**src/sv/csmv_pkg.sv**
```systemverilog
package csmv_pkg;

   // Operation codes carried on req_operation.
   typedef enum logic [1:0] {
      OP_LOAD    = 2'd0,
      OP_NONZERO = 2'd1,
      OP_EMPTY   = 2'd2
   } op_type;

   localparam int OP_WIDTH    = 2;
   localparam int COL_WIDTH   = 12;
   localparam int VALUE_WIDTH = 32;
   localparam int SUM_WIDTH   = 64;
   localparam int ROW_WIDTH   = 16;

   // Decoupling queue between the front and the back.
   localparam int QUEUE_DEPTH = 4;
   localparam int QPTR_WIDTH  = 2;
   localparam int QCNT_WIDTH  = 3;

   localparam logic signed [SUM_WIDTH-1:0] SUM_MAX = {1'b0, {(SUM_WIDTH-1){1'b1}}};
   localparam logic signed [SUM_WIDTH-1:0] SUM_MIN = {1'b1, {(SUM_WIDTH-1){1'b0}}};

   // One classified row item: a nonzero and its vector entry, or an empty row
   // (both operands zero).
   typedef struct packed {
      logic signed [VALUE_WIDTH-1:0] nz_value;
      logic signed [VALUE_WIDTH-1:0] vec_value;
      logic                          closes;
      logic                          last;
   } work_type;

endpackage

```
**src/sv/csmv_back.sv**
```systemverilog
module csmv_back (
   input  logic                                    clock,
   input  logic                                    reset,
   input  logic                                    q_vld,
   input  csmv_pkg::work_type                      q_item,
   output logic                                    q_pop,
   output logic                                    rsp_valid,
   input  logic                                    rsp_stall,
   output logic signed [csmv_pkg::SUM_WIDTH-1:0]   rsp_row_sum,
   output logic [csmv_pkg::ROW_WIDTH-1:0]          rsp_row_number,
   output logic                                    rsp_final_row,
   output logic                                    rsp_saturated
);
   import csmv_pkg::*;

   logic adv;

   logic                        mul_vld_ff;
   logic signed [SUM_WIDTH-1:0] prod_ff, prod_in;
   logic                        closes_ff;
   logic                        last_ff;

   logic signed [SUM_WIDTH-1:0] acc_ff, acc_in;
   logic                        seen_ff, seen_in;
   logic [ROW_WIDTH-1:0]        row_ff, row_in;

   logic signed [SUM_WIDTH-1:0] sum_raw;
   logic                        ovf;
   logic signed [SUM_WIDTH-1:0] sum_sat;

   logic                        out_vld_ff, out_vld_in;
   logic signed [SUM_WIDTH-1:0] out_sum_ff;
   logic [ROW_WIDTH-1:0]        out_row_ff;
   logic                        out_final_ff;
   logic                        out_sat_ff;
   logic                        load_out;

   // The whole back end moves only while the result register can take an item.
   assign adv   = ~out_vld_ff | ~rsp_stall;
   assign q_pop = adv & q_vld;

   assign prod_in = q_item.nz_value * q_item.vec_value;

   always_ff @(posedge clock) begin
      if (reset) begin
         mul_vld_ff <= 1'b0;
      end else if (adv) begin
         mul_vld_ff <= q_vld;
      end
   end

   always_ff @(posedge clock) begin
      if (q_pop) begin
         prod_ff   <= prod_in;
         closes_ff <= q_item.closes;
         last_ff   <= q_item.last;
      end
   end

   // Saturating accumulate: overflow only when both addends share a sign
   // and the sum does not.
   assign sum_raw = acc_ff + prod_ff;
   assign ovf     = (acc_ff[SUM_WIDTH-1] == prod_ff[SUM_WIDTH-1])
                    && (sum_raw[SUM_WIDTH-1] != acc_ff[SUM_WIDTH-1]);
   assign sum_sat = ovf ? (acc_ff[SUM_WIDTH-1] ? SUM_MIN : SUM_MAX) : sum_raw;

   assign load_out = adv & mul_vld_ff & closes_ff;

   always_comb begin
      acc_in     = acc_ff;
      seen_in    = seen_ff;
      row_in     = row_ff;
      out_vld_in = out_vld_ff & rsp_stall;
      if (adv && mul_vld_ff) begin
         if (closes_ff) begin
            acc_in     = '0;
            seen_in    = 1'b0;
            row_in     = last_ff ? '0 : row_ff + 1'b1;
            out_vld_in = 1'b1;
         end else begin
            acc_in  = sum_sat;
            seen_in = seen_ff | ovf;
         end
      end
   end

   always_ff @(posedge clock) begin
      if (reset) begin
         acc_ff     <= '0;
         seen_ff    <= 1'b0;
         row_ff     <= '0;
         out_vld_ff <= 1'b0;
      end else begin
         acc_ff     <= acc_in;
         seen_ff    <= seen_in;
         row_ff     <= row_in;
         out_vld_ff <= out_vld_in;
      end
   end

   always_ff @(posedge clock) begin
      if (load_out) begin
         out_sum_ff   <= sum_sat;
         out_row_ff   <= row_ff;
         out_final_ff <= last_ff;
         out_sat_ff   <= seen_ff | ovf;
      end
   end

   assign rsp_valid      = out_vld_ff;
   assign rsp_row_sum    = out_sum_ff;
   assign rsp_row_number = out_row_ff;
   assign rsp_final_row  = out_final_ff;
   assign rsp_saturated  = out_sat_ff;

endmodule

```
**config.mk**
```make
export PLATFORM = sky130hd
export DESIGN_NAME = csmv_back
export DESIGN_NICKNAME = d
export VERILOG_FILES = /design/src/sv/csmv_pkg.sv /design/src/sv/csmv_back.sv
export SDC_FILE = /design/constraint.sdc
export NUM_CORES = 2
export LEC_CHECK = 0
export BUFFER_PORTS_ARGS = -buffer_cell sky130_fd_sc_hd__buf_2
export CORE_MARGIN = 3
export CORE_UTILIZATION = 60
export CTS_BUF_LIST = sky130_fd_sc_hd__clkbuf_8
export DETAILED_ROUTE_END_ITERATION = 8
export PLACE_DENSITY_LB_ADDON = 0.1
export SLEW_MARGIN = 20
export SYNTH_ARGS = -nofsm -noshare
export SYNTH_HDL_FRONTEND = slang
export SYNTH_SLANG_ARGS = --single-unit
```
**constraint.sdc**
```tcl
create_clock -name clock -period 8.3 [get_ports clock]
set_clock_uncertainty 0.1 [all_clocks]
set_input_delay 0.83 -clock clock [delete_from_list [all_inputs] [get_ports clock]]
set_output_delay 0.83 -clock clock [all_outputs]
set_load 0.005 [all_outputs]
```
==> flow_metrics.py <==
metrics = {
    "outcome": {
        "status": "completed",
    },
    "synth": {
        "synth_common_cells": "fa_1 (1,083), inv_1 (981), nand2_1 (637), and2_1 (525), ha_1 (248)",
        "synth_most_common_cell": "fa_1",
        "synthTopCellsByArea": "fa_1 (45%), edfxtp_1 (9.3%), inv_1 (7.7%), and2_1 (6.9%), ha_1 (6.5%)",
        "synth_cells": 5018,
        "ys_warn_count": 0,
        "synth.ff_latch_count": 231,
        "synth_edf_count": 148,
        "yosysTopAreaCell": "fa_1",
        "async_flop_share_pct": 0,
        "synth-seq-area-share_pct": 12.8,
        "netlist_area_mm2": 0.0477,
        "postSynthAreaPerCell_um2": 9.52,
        "synth.distinct_cells": 80,
        "synth_flop_cell": "edfxtp_1",
        "syn_nets": 6419,
        "synth_top_area_share_pct": 45.4,
    },
    "drt": {
        "remaining_drc_errors": 0,
        "wl_mm": 122,
        "drtPass1Iterations": 6,
        "drtIter0Drc": 2323,
        "antenna_left": 0,
        "wl_per_cell_um": 19.2,
        "vias": 34700,
        "avgViaCountPerCell": 5.48,
    },
    "setup_path": {
        "cpLargestDelayFamily": "adder cells",
        "slowest_stage": "fa_1",
        "slowest_delay_ns": 0.52,
        "worstPathRequired_ns": 8.54,
        "startpoint_type": "input port",
        "crit_path_end_kind": "flop",
        "critPathMaxFanout": 20,
        "crit_top_cell": "fa_1",
        "cp.arrival_ns": 8.20,
        "path_depth": 25,
        "cp_num_buf_inv": 5,
        "critPathKind": "in -> reg",
        "r2r_cells": 11,
    },
    "sta": {
        "hold_viol": 0,
        "timing.hold.ws_ns": 0.303,
        "rsz0062_at_grt": "false",
        "worst_pin_slew_ns": 0.875,
        "slew_headroom_pct": 41.5,
        "fin_crit_ns": 7.96,
        "finalSetupViolCount": 0,
        "maxSlewViolCount": 0,
        "period_share_pct": 95.9,
        "max_freq_mhz": 126,
    },
    "global_routing": {
        "grtUsageTotal_pct": 30.8,
        "grt_pass1_vias": 36500,
        "grt_remaining_overflow": 0,
        "antenna_found_initial": 3,
        "grt_max_degree": 67,
        "grt_pass1_wl_mm": 200,
    },
    "floorplan": {
        "start_util_pct": 61.1,
        "dieArea_mm2": 0.0830,
        "ios": 154,
        "die_w_um": 288,
        "rows": 102,
        "die_y_um": 288,
        "coreArea_mm2": 0.0781,
    },
    "cts": {
        "clock-sinks": 231,
        "postCtsSetupRepairBufs": 0,
        "cts_htree_levels": 1,
        "cts_tree": "done",
        "clk_latency_ns": 0.61,
        "cts_buffers": 29,
        "cts_root_buf": "clkbuf_8",
        "path_clk_slew_ns": 0.07,
        "clockBufferDepth": 3,
        "cts_hold_buf": 0,
    },
    "cells_and_area": {
        "layout.nets": 6670,
        "fillers": 6418,
        "drive_gt1_share_pct": 10.8,
        "finish.utilization_pct": 66.7,
        "areaGrowthSynthToFinish_pct": 9.18,
    },
    "hold_path": {
        "min_delay_path_depth": 1,
        "min_path_type": "in -> reg",
    },
    "flow_run": {
        "maxCapViolations": 0,
    },
    "placed_design": {
        "place_congestion": 0.955,
        "port_buffers": 153,
        "dp_hpwl_mm": 104,
    },
}
## worst paths after layout
| kind | start | end | slack, ns |
|---|---|---|---|
| max | q_item[8] | prod_ff[63]$_DFFE_PP_ | 0.34 |
| min | q_item[0] | last_ff$_DFFE_PP_ | 0.30 |
| max reg2reg | prod_ff[36]$_DFFE_PP_ | acc_ff[26]$_SDFFE_PP0P_ | 3.71 |
| min reg2reg | row_ff[10]$_SDFFE_PP0P_ | rsp_row_number[10]$_DFFE_PP_ | 0.35 |
## cell type report
class                   count  area [um^2]  share of cell area [%]
multi-input cells        3545        37000                    70.9
flip-flops and latches    231         6110                    11.7
inverters                 981         3680                    7.07
repair buffers            481         3460                    6.64
well taps                1040         1300                    2.50
clock buffers              31          427                   0.818
clock inverters            23          173                   0.331
diodes                      3         7.51                  0.0144
## repair_timing
action | 4_1_cts | 5_1_grt
gates resized for setup | 0 | 4
setup endpoints to repair | 0 | 4
endpoints found under the hold margin | 0 | 0
## placed cells by master (no fill, tap or decap), types with 8 or more instances in the layout
cell	n
a21o_1	83
nor3_1	15
dfxtp_1	83
a211oi_1	13
ha_1	248
a21oi_1	190
edfxtp_1	148
xnor2_1	88
clkbuf_8	31
and2_1	525
buf_12	18
nor2_1	207
nand2_1	637
buf_4	310
o21ai_1	41
xor2_1	51
and3_1	15
fa_1	1080
o21ai_0	83
nand3_1	34
o21bai_1	25
o31ai_1	9
nand4_1	27
buf_2	149
a221oi_1	8
nand2b_1	23
o211ai_1	9
a31oi_1	9
inv_1	983
clkinv_2	8
## layer usage
layer	GRT usage (%)	vias to the layer above	wire length [um]
li1	-	15700	-
met1	48.1	17500	56400
met2	46.4	1384	53000
met3	4.63	142	10100
met4	5.48	0	2140
met5	0	-	0
## state kept, by name (all words and copies together), names as in the netlist, 16 cells and up
name,flops
acc_ff,64
row_ff,16
rsp_row_sum,64
rsp_row_number,16
prod_ff,64
## stage by stage
stage / area (um^2) / worst slack [ns] / TNS (ns) / cells
after floorplan: 47800 / 0.00103 / 0 / 5018
after global placement: 51500 / -0.137 / -0.657 / 6278
after detailed placement: 51500 / -0.311 / -2.30 / 6278
after CTS: 52100 / 0.342 / 0 / 6332
after global routing: 52100 / 0.00183 / 0 / 6334
final: 52100 / 0.340 / 0 / 6335
## worst register-to-register path, delay by kind of cell, from the launching register on
kind	cells	cell delay [ns]
adders and majority gates	1	0.49
DFF	1	0.45
buffers and inverters	1	0.36
and+or+nand+nor	5	1.73
AOI/OAI and AO/OA	4	1.38
## cell families after synthesis
group | share of synthesized area [%]
buf+inv | 9.83
fa+ha+maj | 51.9
xor+xnor | 2.55
compound gates | 7.31
flops | 12.8
simple gates | 15.5
mux | 0.147
Power is left out: the tool's default activity adds up to more than one toggle a clock period on the data nets, which glitch-free logic cannot reach.
