## config.mk

```make
export PLATFORM = sky130hd
export DESIGN_NAME = csmv_queue
export DESIGN_NICKNAME = d
export VERILOG_FILES = /design/src/sv/csmv_pkg.sv /design/src/sv/csmv_queue.sv
export SDC_FILE = /design/constraint.sdc
export NUM_CORES = 1
export LEC_CHECK = 0
export BUFFER_PORTS_ARGS = -buffer_cell sky130_fd_sc_hd__buf_4
export CAP_MARGIN = 25
export CORE_UTILIZATION = 55
export DETAILED_ROUTE_END_ITERATION = 6
export GPL_TIMING_DRIVEN = 0
export PLACE_DENSITY = 0.83
export SYNTH_ARGS = -nofsm -noshare
export SYNTH_HDL_FRONTEND = slang
export SYNTH_SLANG_ARGS = --single-unit
```

## constraint.sdc

```tcl
create_clock -name clock -period 5.95 [get_ports clock]
set_clock_uncertainty 0.05 [all_clocks]
set_input_delay 1.785 -clock clock [delete_from_list [all_inputs] [get_ports clock]]
set_output_delay 1.785 -clock clock [all_outputs]
set_load 0.1 [all_outputs]
```

## src/sv/csmv_pkg.sv

```systemverilog
package csmv_pkg;

   // Operation codes carried on req_operation.
   typedef enum logic [1:0] {
      OP_LOAD    = 2'd0,
      OP_NONZERO = 2'd1,
      OP_EMPTY   = 2'd2
   } op_type;

   localparam int OP_WIDTH    = 2;
   localparam int COL_WIDTH   = 12;
   localparam int VALUE_WIDTH = 32;
   localparam int SUM_WIDTH   = 64;
   localparam int ROW_WIDTH   = 16;

   // Decoupling queue between the front and the back.
   localparam int QUEUE_DEPTH = 4;
   localparam int QPTR_WIDTH  = 2;
   localparam int QCNT_WIDTH  = 3;

   localparam logic signed [SUM_WIDTH-1:0] SUM_MAX = {1'b0, {(SUM_WIDTH-1){1'b1}}};
   localparam logic signed [SUM_WIDTH-1:0] SUM_MIN = {1'b1, {(SUM_WIDTH-1){1'b0}}};

   // One classified row item: a nonzero and its vector entry, or an empty row
   // (both operands zero).
   typedef struct packed {
      logic signed [VALUE_WIDTH-1:0] nz_value;
      logic signed [VALUE_WIDTH-1:0] vec_value;
      logic                          closes;
      logic                          last;
   } work_type;

endpackage

```

## src/sv/csmv_queue.sv

```systemverilog
module csmv_queue (
   input  logic               clock,
   input  logic               reset,
   input  logic               push,
   input  csmv_pkg::work_type push_item,
   output logic               full,
   input  logic               pop,
   output logic               pop_vld,
   output csmv_pkg::work_type pop_item
);
   import csmv_pkg::*;

   work_type                entry_ff [QUEUE_DEPTH];
   logic [QPTR_WIDTH-1:0]   wr_ptr_ff, wr_ptr_in;
   logic [QPTR_WIDTH-1:0]   rd_ptr_ff, rd_ptr_in;
   logic [QCNT_WIDTH-1:0]   count_ff, count_in;
   logic                    do_pop;

   assign full     = count_ff == QCNT_WIDTH'(QUEUE_DEPTH);
   assign pop_vld  = count_ff != '0;
   assign pop_item = entry_ff[rd_ptr_ff];
   assign do_pop   = pop & pop_vld;

   always_comb begin
      wr_ptr_in = push   ? wr_ptr_ff + 1'b1 : wr_ptr_ff;
      rd_ptr_in = do_pop ? rd_ptr_ff + 1'b1 : rd_ptr_ff;
      count_in  = count_ff;
      if (push && !do_pop) begin
         count_in = count_ff + 1'b1;
      end else if (!push && do_pop) begin
         count_in = count_ff - 1'b1;
      end
   end

   always_ff @(posedge clock) begin
      if (reset) begin
         wr_ptr_ff <= '0;
         rd_ptr_ff <= '0;
         count_ff  <= '0;
      end else begin
         wr_ptr_ff <= wr_ptr_in;
         rd_ptr_ff <= rd_ptr_in;
         count_ff  <= count_in;
      end
   end

   always_ff @(posedge clock) begin
      if (push) begin
         entry_ff[wr_ptr_ff] <= push_item;
      end
   end

endmodule

```

==> impl_metrics.ini, run 1 <==
[logic_synthesis]
synth.distinct_cells = 21
synthCells = 388
synth_seq_cells = 273
syn_area_mm2 = 0.00996
synth_top_area_cell = edfxtp_1
synthTopCellsByCount = 264 x edfxtp_1, 66 x mux4_2, 9 x dfxtp_1
syn_area_per_cell_um2 = 25.7
ys_seq_area_share_pct = 81.4
synth.area.top_cells = edfxtp_1 80%, mux4_2 15%, dfxtp_1 1.8%, ha_1 0.63%, buf_6 0.57%
synth_top_cell_area_share_pct = 79.6
synth_nets = 464
yosysMostFrequentCell = edfxtp_1
yosys_warnings = 0
synth_edf_count = 264
synthArstFlopShare_pct = 0
ys.flop_type = edfxtp_1

[critical_path]
start_kind = flip-flop
r2r_end = count_ff[2]
cpMostUsedCell = buf_2
critPathSlowestCell = mux4_2
criticalPathCategory = reg2out
critPathRequiredTime_ns = 4.12
arrival_ns = 2.10
reg2reg_from = count_ff[0]
path_max_fanout = 10
path_cells = buf_2 -> buf_2 -> mux4_2 -> buf_4
r2r_cells = 7
crit_family = buffers and inverters
critPathBufInv = 3
r2r_slack_ns = 3.75
end_kind = output pin
critPathMaxStageDelay_ns = 0.37

[pwr]
peakVddDrop_uv = 430
pwr_density_cell_mw_per_mm2 = 522
total_power_mw = 6.40
leakagePower_nw = 4.18

[worst_hold_path]
hold_depth = 2
hold_path_end = count_ff[2]
hold_class = reg2reg
hp-start = count_ff[2]

[global_route]
use_met3_pct = 4.15
grt-ovfl-total = 0
grt_max_degree = 57
grt_pass1_vias = 4785
grt_usage_pct = 19.0
grt-busiest-layer = met2
met1_usage_pct = 24.8
antenna_found_initial = 0
grt_pass1_wl_mm = 26.1
met2_usage_pct = 32.5

[clock_network]
cts_root_buf = clkbuf_16
hold_buffers = 0
clkLatencyLatePin_ns = 0.51
clk_path_buf_depth = 3
clk_pin_slew_ns = 0.06
cts_tree = built
post_cts_buffers = 0
clock-sinks = 273
numCtsBuffers = 27
cts_htree_levels = 1
cts-resized-gates = 0

[floorplan]
dieArea_mm2 = 0.0186
io_pins = 138
core_area_mm2 = 0.0175
die_h_um = 137
rows = 48
die-width_um = 137
start_util_pct = 57.0

[sta]
worstMarginPinSlew_ns = 0.627
fmax_mhz = 254
timing.final.crit_share_pct = 66.1
tns_ns = 0
grt_setup_unrepaired = false
slew_violations = 0
setup_violations = 0
relSlewSlack_pct = 58.2
final-hold-violation-count = 0
finalCriticalPeriod_ns = 3.93

[final_layout]
antenna_cells = 0
final_cells = 802
syn2layout_area_growth_pct = 23.2
drive_gt1_share_pct = 45.6
nets = 633

[route]
drt_first_pass_iters = 4
wl_per_cell_um = 21.6
vias_per_cell = 5.58
drtIter0Drc = 249
ant_nets = 0
vias = 4473
drt-total-wl_mm = 17.3
drc = 0

[place]
gp_congestion = 0.746
io_buffer_count = 136
place_hpwl_mm = 10.7
dp.cells = 753

[run]
drv_cap = 0

[status]
status = finished clean
==> worst register-to-register path: cells and delay by family (launching register included) <==
kind,cells,cell delay [ns]
fa+ha+maj,2,0.63
compound gates,2,0.52
flops,1,0.38
simple gates,1,0.31
xor+xnor,1,0.18
buf+inv,1,0.06
==> where the power goes <==
part | total, mW | switching, mW | internal, mW
logic | 2.48 | 1.82 | 0.655
clock network | 1.67 | 0.655 | 1.01
registers | 2.26 | 0.0377 | 2.22
==> through the flow <==
| step | util, % | setup slack [ns] | cell area (µm²) | hold WS [ns] |
|---|---|---|---|---|
| finish | 70.2 | 2.02 | 12300 | 0.494 |
| global route | 70.2 | 1.92 | 12300 | 0.522 |
| CTS | 70.2 | 1.97 | 12300 | 0.486 |
| detailed placement | 65.1 | 2.50 | 11400 | 0.476 |
| global placement | 64.4 | 0.821 | 11300 | 0.454 |
| floorplan | - | 1.54 | 9960 | 0.434 |
==> worst max path at each step <==
| stage | to | slack (ns) | depth (start not counted) |
|---|---|---|---|
| final | pop_item[22] | 2.02 | 4 |
| after global routing | pop_item[49] | 1.92 | 4 |
| after CTS | pop_item[42] | 1.97 | 4 |
| after detailed placement | count_ff[2] | 2.50 | 8 |
| after global placement | entry_ff[1][24] | 0.82 | 2 |
| after floorplan | full | 1.54 | 1 |
==> metal layers <==
metal  routed length, µm  share of wire [%]  vias to the layer above
li1                    -                  -                     2000
met3                1210                7.0                       28
met4                 280                1.6                        0
met2                8960                 52                      149
met1                6860                 40                     2296
met5                   0                  0                        -
==> placed cells by master (no fill, tap or decap) <==
cell	netlist	layout
a21oi_1	1	1
buf_4	2	138
or3_1	2	2
clkinvlp_4	0	2
clkinv_2	0	5
fa_1	1	1
nor3b_1	1	1
mux4_2	66	66
buf_6	5	5
o21ai_0	1	1
mux2i_1	2	2
and2_4	0	4
o31ai_1	1	1
bufinv_16	0	3
buf_16	0	4
edfxtp_1	264	264
o311ai_0	1	1
clkbuf_16	0	27
dfxtp_1	9	9
clkbuf_1	3	10
nor2_1	7	7
inv_1	3	3
buf_2	5	5
xnor2_1	1	1
ha_1	5	5
clkbuf_8	0	4
clkinv_1	0	1
xor2_1	4	4
==> flip-flops by register name, summed over array words and instances, names as in the netlist, named ones only <==
name / cells
wr_ptr_ff: 2
rd_ptr_ff: 2
count_ff: 3
entry_ff: 264
==> kinds of logic (layout without fill, tap and decap cells) <==
group                    Yosys count  in the layout  synth area share, %
flip-flops                       273            273                 81.4
multiplexers                      68             68                 15.1
buffers and inverters             18            207                 1.19
AND/OR/NAND/NOR                   14             14                0.716
adder cells (fa/ha/maj)            6              6                0.829
XOR/XNOR                           5              5                0.440
AO/OA/AOI/OAI                      4              4                0.264
==> cell type report <==
type                    instances  area [µm²]
flip-flops and latches        273        8110
fillers                      1015        5210
multi-input cells              97        1740
repair buffers                140        1130
clock buffers                  38         757
well taps                     225         282
clock inverters                11         134
plain buffers                  15         108
inverters                       3        11.3
(Power assumes the default switching activity.)
==> run 2: changes to the inputs <==
ABC_AREA = 1   (was default)
PLACE_DENSITY = 0.82   (was 0.83)
clock period = 4 ns   (was 5.95 ns; I/O delays follow)
==> impl_metrics.ini, run 2 <==
[sta]
relSlewSlack_pct = 59.3
finalCriticalPeriod_ns = 3.66
fmax_mhz = 273
worstMarginPinSlew_ns = 0.610
final-hold-violation-count = 0
setup_violations = 0
slew_violations = 0
grt_setup_unrepaired = false
timing.final.crit_share_pct = 91.4

[clock_network]
clkLatencyLatePin_ns = 0.51
clk_path_buf_depth = 3
numCtsBuffers = 26
cts_root_buf = clkbuf_16
cts_tree = built
cts-resized-gates = 0
post_cts_buffers = 0
clk_pin_slew_ns = 0.06
clock-sinks = 273
hold_buffers = 0
cts_htree_levels = 1

[pwr]
total_power_mw = 10.1
clkPwrFrac_pct = 25.7
seq_power_share_pct = 33.0
switching_share_pct = 42.8
leakagePower_nw = 4.62
p_int_mw = 5.79
pwr_density_cell_mw_per_mm2 = 764
p_sw_mw = 4.33
p_comb_share_pct = 41.3
peakVddDrop_uv = 614

[logic_synthesis]
syn_area_mm2 = 0.0108
yosysMostFrequentCell = edfxtp_1
syn_area_per_cell_um2 = 15.5
synth_top_cell_area_share_pct = 73.1
synth_edf_count = 264
synth_top_area_cell = edfxtp_1
synth_seq_cells = 273
yosys_warnings = 0
synth.area.top_cells = edfxtp_1 73%, o21ai_0 5.6%, o22ai_2 4.6%, nor2_4 4.2%, nor2_1 3.2%
synthTopCellsByCount = 264 x edfxtp_1, 121 x o21ai_0, 92 x nor2_1
ys.flop_type = edfxtp_1
synth.distinct_cells = 25
synthArstFlopShare_pct = 0
synth_nets = 777
ys_seq_area_share_pct = 74.8
synthCells = 701

[floorplan]
core_area_mm2 = 0.0190
die-width_um = 142
start_util_pct = 57.0
rows = 50
dieArea_mm2 = 0.0203
die_h_um = 142
io_pins = 138

[global_route]
grt_pass1_wl_mm = 34.0
antenna_found_initial = 0
grt_max_degree = 57
grt_usage_pct = 22.3
grt-ovfl-total = 0
grt_pass1_vias = 6251

[critical_path]
end_kind = output pin
path_max_fanout = 10
arrival_ns = 2.41
r2r_slack_ns = 2.12
criticalPathCategory = reg2out
critPathRequiredTime_ns = 2.75
start_kind = flip-flop

[final_layout]
final-seq-area_mm2 = 0.00811
antenna_cells = 0
largest_reg_flops = 264
drive_gt1_share_pct = 33.3
final_common_cell = edfxtp_1
mostFrequentLayoutCells = 264 x edfxtp_1, 138 x buf_4, 121 x o21ai_0
regMostFlops = entry_ff
final_core_util_pct = 69.6
final_area_mm2 = 0.0132
fill_cells = 1255
nets = 946
multiInputGateArea_mm2 = 0.00238
reg.largest.list = entry_ff: 264 flops, count_ff: 3 flops
final_cells = 1150
syn2layout_area_growth_pct = 22.1

[worst_hold_path]
hold_class = reg2reg

[place]
gp_congestion = 0.730
io_buffer_count = 137
dp.cells = 1102
place_hpwl_mm = 13.4
postPlaceCellArea_mm2 = 0.0123

[route]
drtIter0Drc = 481
vias_per_cell = 5.48
ant_nets = 0
drt_first_pass_iters = 5
drt-total-wl_mm = 22.2
drc = 0
wl_per_cell_um = 19.3
vias = 6306

[status]
status = finished clean

[run]
drv_cap = 0
run 2: through the flow:
step | hold WS, ns | setup TNS, ns | worst slack [ns]
2_1_floorplan | 0.409 | 0 | 0.332
3_3_place_gp | 0.433 | -18.40 | -0.147
3_5_place_dp | 0.439 | 0 | 0.832
4_1_cts | 0.451 | 0 | 0.270
5_1_grt | 0.503 | 0 | 0.239
6_report | 0.455 | 0 | 0.342
run 2: area by class of cell:
type | count | share of cell area (%)
buffer | 42 | 2.20
tap | 260 | 2.46
multi-input combinational | 370 | 18.0
sequential | 273 | 61.2
inverter | 16 | 0.567
timing repair buffer | 141 | 8.60
clock buffer | 34 | 5.22
clock inverter | 14 | 1.75
run 2: critical path, stage by stage (launching register included):
cell and delay [ns]:
dfxtp_1 0.53, buf_6 0.23, clkbuf_1 0.48, nor2_1 0.16, o22ai_2 0.16, buf_4 0.32
run 2: final timing paths:
| check | cells past startpoint | start | endpoint |
|---|---|---|---|
| hold reg to reg | 2 | rd_ptr_ff[1] | flip-flop |
| setup reg to reg | 12 | count_ff[0] | count_ff[2] |
| setup / recovery | 5 | flip-flop | pop_item[31] |
| hold / removal | 2 | rd_ptr_ff[1] | flip-flop |
run 2: layer usage:
metal,part of all wire (%),vias up,track usage [%]
li1,-,2971,-
met1,41,3085,29.0
met2,51,218,38.8
met3,6.1,32,3.63
met4,1.8,0,6.34
met5,0,-,0
run 2: power by group through the flow:
stage | sequential (mW) | clock, mW | combinational [mW]
6_report | 3.34 | 2.60 | 4.17
5_1_grt | 3.35 | 2.76 | 4.33
4_1_cts | 3.34 | 2.63 | 4.19
3_5_place_dp | 3.40 | 0 | 4.17
3_3_place_gp | 3.41 | 0 | 4.13
2_1_floorplan | 3.39 | 0 | 3.26
run 2: kinds of logic (layout without fill, tap and decap cells):
group	Yosys count	in the layout	synth area share, %
xor gates and xnor gates	1	1	0.0808
DFF	273	273	74.8
adders and majority gates	6	6	0.762
buffers and inverters	58	247	3.29
AOI/OAI and AO/OA	206	206	12.7
and+or+nand+nor	157	157	8.39
==> run 3: changes to the inputs <==
SETUP_SLACK_MARGIN = 0.4   (was default)
==> impl_metrics.ini, run 3 (synthesized netlist as in run 2, its figures left out) <==
[global_route]
grt_pass1_vias = 6458
grt-busiest-layer = met2
grt-ovfl-total = 0
antenna_found_initial = 0
met2_usage_pct = 40.9
grt_max_degree = 51
use_met3_pct = 3.90
grt_usage_pct = 23.1
met1_usage_pct = 28.9
grt_pass1_wl_mm = 34.9

[route]
drt_first_pass_iters = 4
wl_per_cell_um = 20.3
drtIter0Drc = 481
drt-total-wl_mm = 23.4
drc = 0
ant_nets = 0
vias = 6379
vias_per_cell = 5.54

[final_layout]
final_common_cell = edfxtp_1
mostFrequentLayoutCells = 264 x edfxtp_1, 138 x buf_4, 121 x o21ai_0
drive_gt1_share_pct = 35.8
reg.largest.list = entry_ff: 264 flops, count_ff: 3 flops
largest_reg_flops = 264
syn2layout_area_growth_pct = 21.7
antenna_cells = 0
final_cells = 1151
regMostFlops = entry_ff
nets = 948
final_area_mm2 = 0.0132
final_core_util_pct = 69.4

[clock_network]
clock-sinks = 273
cts_root_buf = clkbuf_16
cts_htree_levels = 1
hold_buffers = 0
clk_pin_slew_ns = 0.06
numCtsBuffers = 28
clk_path_buf_depth = 3
clkLatencyLatePin_ns = 0.54
cts_tree = built

[sta]
slew_violations = 0
fmax_mhz = 282
finalCriticalPeriod_ns = 3.54
grt_setup_unrepaired = false
timing.final.crit_share_pct = 88.6
relSlewSlack_pct = 65.4
setup_violations = 0
worstMarginPinSlew_ns = 0.519
final-hold-violation-count = 0

[place]
postPlaceCellArea_mm2 = 0.0123
dp.cells = 1102
gp_congestion = 0.708
io_buffer_count = 137
place_hpwl_mm = 14.2

[critical_path]
reg2reg_from = count_ff[1]
crit_family = buffers and inverters
start_kind = flip-flop
r2r_end = count_ff[2]
criticalPathCategory = reg2out
critPathBufInv = 4
critPathRequiredTime_ns = 2.75
critPathMaxStageDelay_ns = 0.36
arrival_ns = 2.29
path_max_fanout = 10
path_cells = inv_2 -> buf_2 -> clkbuf_2 -> o21ai_0 -> o22ai_1 -> buf_4
r2r_slack_ns = 2.18
r2r_cells = 12
end_kind = output pin
critPathSlowestCell = dfxtp_1

[floorplan]
dieArea_mm2 = 0.0203
start_util_pct = 57.0
core_area_mm2 = 0.0190
io_pins = 138
rows = 50
die_h_um = 142
die-width_um = 142

[pwr]
peakVddDrop_uv = 708
leakagePower_nw = 4.64
pwr_density_cell_mw_per_mm2 = 756

[run]
drv_cap = 0

[worst_hold_path]
hp-start = rd_ptr_ff[1]
hold_class = reg2reg
hold_depth = 2
hold_path_end = rd_ptr_ff[1]

[status]
status = finished clean
run 3: where the power goes:
group          leakage (nW)  internal (mW)  switching (mW)
combinational          1.73          0.915            3.29
clock                 0.417           1.38            1.04
sequential             2.50           3.29          0.0643
run 3: worst max-delay path by stage:
stage	start	end	slack [ns]	depth (start not counted)
after floorplan	flip-flop	pop_item[32]	0.41	5
after global placement	push	entry_ff[3][12]	-0.11	3
after detailed placement	flip-flop	pop_item[34]	0.72	6
after CTS	flip-flop	pop_item[16]	0.42	5
after global routing	flip-flop	pop_item[34]	0.40	5
final	flip-flop	pop_item[34]	0.46	6
run 3: area by class of cell:
type                            count  area [µm²]
Timing Repair Buffer              141        1120
Buffer                             42         313
Sequential cell                   273        8110
Multi-Input combinational cell    370        2410
Clock buffer                       35         748
Clock inverter                     14        96.3
Fill cell                        1292        5820
Tap cell                          260         325
Inverter                           16        75.1
run 3: per-layer routing:
layer | share of wire, % | wire length, µm
met1 | 40 | 9240
met2 | 51 | 12000
met3 | 6.7 | 1570
met4 | 2.6 | 599
met5 | 0 | 0
run 3: repair_timing:
| action | 4_1_cts | 5_1_grt |
|---|---|---|
| hold endpoints to repair | 0 | 0 |
| endpoints found under the setup margin | 58 | 21 |
| resized for setup | 14 | 8 |
| gates cloned | 0 | 0 |
| setup buffers | 0 | 0 |
run 3: per-stage QoR:
step	setup TNS, ns	setup slack [ns]	total power [mW]	hold slack (ns)
3_5_place_dp	0	0.720	7.60	0.464
6_report	0	0.457	9.98	0.479
4_1_cts	0	0.418	10.0	0.477
2_1_floorplan	0	0.409	6.66	0.409
3_3_place_gp	-13.26	-0.110	7.55	0.436
5_1_grt	0	0.402	10.3	0.504
run 3: worst reg2reg max path: cells and delay by family, from the launching register on:
| kind | cells | cell delay [ns] |
|---|---|---|
| adders and majority gates | 2 | 0.56 |
| buffers and inverters | 2 | 0.13 |
| and+or+nand+nor | 8 | 0.62 |
| DFF | 1 | 0.36 |
